[src/rtl/sacl_pkg.sv]
// shared constants, types and row layout for the set-associative lru tag controller
package sacl_pkg;

    localparam int MAX_SETS      = 256;
    localparam int MAX_WAYS      = 8;
    localparam int ADDR_BITS     = 24;
    localparam int SET_BITS      = $clog2(MAX_SETS);
    localparam int WAY_BITS      = $clog2(MAX_WAYS);
    localparam int WAY_CNT_BITS  = $clog2(MAX_WAYS + 1);
    localparam int RANK_BITS     = 3;
    localparam int TAG_BITS      = ADDR_BITS;
    localparam int SHIFT_BITS    = $clog2(ADDR_BITS + 1);
    localparam int CFG_IDX_BITS  = 2;
    localparam int CFG_DATA_BITS = 4;

    localparam logic [CFG_DATA_BITS-1:0] OFFSET_LIMIT = 4'd12;
    localparam logic [CFG_DATA_BITS-1:0] INDEX_LIMIT  = CFG_DATA_BITS'(SET_BITS);
    localparam logic [RANK_BITS-1:0]     RANK_MAX     = '1;

    // configuration register indexes
    localparam logic [CFG_IDX_BITS-1:0] CFG_OFFSET_BITS = 2'd0;
    localparam logic [CFG_IDX_BITS-1:0] CFG_INDEX_BITS  = 2'd1;
    localparam logic [CFG_IDX_BITS-1:0] CFG_WAYS_IN_USE = 2'd2;

    // one memory row holds a whole set
    typedef struct packed {
        logic [MAX_WAYS-1:0]                vld;
        logic [MAX_WAYS-1:0][TAG_BITS-1:0]  tag;
        logic [MAX_WAYS-1:0][RANK_BITS-1:0] rank;
    } t_row;

    localparam int ROW_BITS = $bits(t_row);

    // controller to datapath commands
    typedef struct packed {
        logic load;    // latch the access and read its set
        logic finish;  // resolve, write back the set unless a store misses, latch the result
    } t_cmd;

endpackage

[src/rtl/sacl_ctrl.sv]
// sequencing state machine and result-valid handshake control
module sacl_ctrl (
    input  logic             i_clk,
    input  logic             i_rst_n,
    input  logic             i_req_valid,
    output logic             o_req_ready,
    output logic             o_rsp_valid,
    input  logic             i_rsp_ready,
    output sacl_pkg::t_cmd   o_cmd
);

    typedef enum logic [1:0] {
        S_IDLE = 2'b01,
        S_LOOK = 2'b10
    } t_state;

    t_state r_state, n_state;
    logic   r_rsp_vld, n_rsp_vld;
    logic   rsp_free;

    // result slot is free when empty or its transfer completes now
    assign rsp_free = !r_rsp_vld || i_rsp_ready;

    always_comb begin
        n_state      = r_state;
        n_rsp_vld    = r_rsp_vld && !i_rsp_ready;
        o_cmd.load   = 1'b0;
        o_cmd.finish = 1'b0;
        unique case (r_state)
            S_IDLE: begin
                if (i_req_valid) begin
                    o_cmd.load = 1'b1;
                    n_state    = S_LOOK;
                end
            end
            S_LOOK: begin
                if (rsp_free) begin
                    o_cmd.finish = 1'b1;
                    n_rsp_vld    = 1'b1;
                    n_state      = S_IDLE;
                end
            end
            default: begin
                n_state = S_IDLE;
            end
        endcase
    end

    always_ff @(posedge i_clk) begin
        if (!i_rst_n) begin
            r_state   <= S_IDLE;
            r_rsp_vld <= 1'b0;
        end else begin
            r_state   <= n_state;
            r_rsp_vld <= n_rsp_vld;
        end
    end

    assign o_req_ready = (r_state == S_IDLE);
    assign o_rsp_valid = r_rsp_vld;

endmodule

[config.mk]
export PLATFORM = sky130hd
export DESIGN_NAME = sacl_ctrl
export DESIGN_NICKNAME = d
export VERILOG_FILES = /design/src/rtl/sacl_pkg.sv /design/src/rtl/sacl_ctrl.sv
export SDC_FILE = /design/constraint.sdc
export NUM_CORES = 1
export LEC_CHECK = 0
export BUFFER_PORTS_ARGS = -buffer_cell sky130_fd_sc_hd__buf_4
export CORE_AREA = 2 2 39 41
export DETAILED_ROUTE_END_ITERATION = 16
export DIE_AREA = 0 0 41 43
export GPL_ROUTABILITY_DRIVEN = 0
export SLEW_MARGIN = 10
export SYNTH_ARGS = -nofsm -noshare
export SYNTH_HDL_FRONTEND = slang
export SYNTH_SLANG_ARGS = --single-unit
[constraint.sdc]
create_clock -name i_clk -period 0.8 [get_ports i_clk]
set_input_delay 0 -clock i_clk [delete_from_list [all_inputs] [get_ports i_clk]]
set_output_delay 0 -clock i_clk [all_outputs]
set_load 0.03 [all_outputs]
==> metrics.md <==
| Metric | Value |
|---|---|
| Seq/Total Area, Yosys | 47.5% |
| Post-CTS setup repair buffer count | 0 |
| Vias | 136 |
| Avg WL per Cell | 8.12 microns |
| Layout cells sized above 1 | 68.0% |
| Min-delay src | i_rsp_ready |
| Longest Clk Path Bufs | 2 |
| Crit path from | r_state[1] |
| Inst Count DP | 36 |
| Leak Pwr | 0.119 nW |
| First-pass GRT wire length | 489 microns |
| MaxCap Viol Count | 0 |
| CP max-delay cell | dfxtp_2 |
| Overflow left after global routing | 0 |
| Clk sinks | 3 |
| Mux contribution to synthesized area | 0% |
| PwrDens | 1960 nW/um^2 |
| Post-Synth Adder-Cell Area | 0% |
| ANT cells | 0 |
| Die width | 41 microns |
| Initial antenna violation count | 0 |
| Slew @ Worst Pin | 0.111 ns |
| Final setup viols | 4 |
| Area of the core | 1380 sq um |
| Area of placed instances | 213 sq um |
| Setup ws final | -0.163 ns |
| Critical Path RT | 0.80 ns |
| Critical path fanouts, max | 3 |
| Post-Syn Instances | 12 |
| Worst-Skew Late Latency | 0.23 ns |
| Largest family of logic cells by synthesized area | simple AND/OR/NAND/NOR gates |
| Yosys warning count | 0 |
| Mean Syn Cell Area | 10.5 sq um |
| CP dominant cell by count | buf_6 |
| Most common cell in the synthesized netlist | dfxtp_1 |
| Die area | 1760 sq um |
| Final min period | 0.963 ns |
| Startpoint types | flip-flop |
| Largest net degree at the start of global routing | 5 |
| RSZ-0062 raised after global routing | true |
| Mapped Area | 126 sq um |
| Row cnt | 14 |
| Max Freq | 1.04 GHz |
| Simple-gate share of the synthesized area | 36.6% |
| Reg2reg start | r_state[0] |
| Post-route DRC | 0 |
| Worst Setup End Kind | primary output |
| #FFs+latches synth | 3 |
| Tcrit/Tclk final | 120% |
| Post-synth net total | 16 |
| Filler cells | 156 |
| Post-synth top area share | 47.5% |
| CP Cell Sequence | buf_6 > nand2b_4 > nor2b_2 > buf_6 |
| HP Class | input port to flip-flop |
| Max Slew Vio Count | 0 |
| Fin nets | 30 |
| Io pins | 8 |
| FFs w/ async S/R, synth | 0% |
| Via density per instance | 3.32 |
| H-tree levels | 1 |
| Final Instance Area | 268 sq um |
| Initial DRC count | 0 |
| Xor and xnor area share after synthesis | 0% |
| Die span in y | 43 microns |
| IO Port Bufs | 7 |
| Starting density of the core | 9.13% |
| Post-synthesis cell type count | 8 |
| Setup TNS | -0.537 ns |
| Failing checks | negative setup slack |
| All-Layer GR Usage | 5.21% |
| Buf+Inv Stages, Crit Path | 2 |
| Clock Skew | 0.000422 ns |
| Critical path arrival | 0.96 ns |
| Crit path kind | flip-flop to primary output |
| CP delay by family, top | flip-flops |
| CTS tree | built |
| Top cells by area in the synthesized netlist | dfxtp_1 48%, and4bb_2 9.9%, nand2b_1 9.9%, nor2b_1 9.9%, and3b_1 6.9% |
| Drt total wl | 333 microns |
| Top FF cell, synth | dfxtp_1 |
| Complex-gate fraction of the synthesized area | 15.8% |
| Root buf cell | clkbuf_4 |
| CTS clock-pin slew for the worst setup and hold paths | 0.04 ns |
| Final non-filler cell total | 41 |
| Post-synth EDFFs | 0 |
| Commonest cells post-synth | 3 x dfxtp_1, 2 x nand2b_1, 2 x nor2b_1 |
| Final ANT Viol Nets | 0 |
| Max stage delay on crit path | 0.33 ns |
| Worst IR Drop VDD | 770 uV |
| Pre-antenna DRT Iters | 1 |
| Post-synth top area cell | dfxtp_1 |
| Layout area overhead | 112% |
| CTS Buf Count | 3 |
| Slew headroom | 92.6% |
| Number of global-route vias before repair | 125 |
| Status | complete, but fails checks |
| Final hold vios | 0 |
layer usage:
layer,part of all wire [%],wire [microns],GRT usage [%],vias to the layer above
li1,-,-,-,69
met1,39,130,4.15,55
met2,38,125,5.63,10
met3,21,71,9.42,2
met4,1.8,6,2.00,0
met5,0,0,0,-
stage by stage:
stage | hold slack, ns | power, mW | utilization [%] | setup slack [ns]
6_report | 0.0519 | 0.525 | 19.3 | -0.163
5_1_grt | 0.0808 | 0.562 | 19.3 | -0.211
3_3_place_gp | 0.194 | 0.245 | 15.4 | -0.0560
3_5_place_dp | 0.194 | 0.245 | 15.4 | -0.0746
2_1_floorplan | 0.0800 | 0.208 | - | -0.0849
4_1_cts | 0.0494 | 0.539 | 19.3 | -0.175
sequential cells by signal (all words and copies together), names as in the netlist:
| name | cells |
|---|---|
| o_rsp_valid | 1 |
| r_state | 2 |
cells in the final DEF (no fill, tap or decap), types with 2 or more instances in the layout:
cell type / netlist / final
buf_4: 0 / 5
buf_6: 0 / 3
clkbuf_4: 0 / 3
dfxtp_2: 0 / 2
path summary, 6_finish.rpt:
| path | to | slack (ns) | cells past startpoint |
|---|---|---|---|
| setup / recovery | o_cmd[0] | -0.16 | 4 |
| hold / removal | o_rsp_valid | 0.05 | 3 |
| setup reg to reg | r_state[1] | -0.08 | 2 |
| hold reg to reg | o_rsp_valid | 0.50 | 2 |
power by group:
part,switching (mW),total [mW],internal [mW]
Sequential,0.00587,0.165,0.159
Combinational,0.0426,0.0932,0.0506
Clock,0.0804,0.267,0.187
final cells by class:
type	count	area [sq um]	area share (%)
timing repair buffer	9	81.3	30.4
multi-input combinational	9	77.6	29.0
sequential	3	62.6	23.4
clock buffer	4	26.3	9.81
tap	16	20.0	7.48
cells by family (layout without fill, tap and decap cells):
group	after synthesis	after routing
buffers and inverters	0	13
and+or+nand+nor	6	6
AOI/OAI and AO/OA	3	3
DFF	3	3
tightest hold or removal path, cell delays in order:
cell and delay, ns:
buf_4 0.08, nand2b_1 0.10, a21boi_1 0.06
repair_timing:
item	in CTS	in global routing
resized for setup	4	0
hold endpoints to repair	2	0
endpoints found under the setup margin	4	5
pin swaps	1	0
hold buffers	1	0
(Power assumes the default switching activity.)
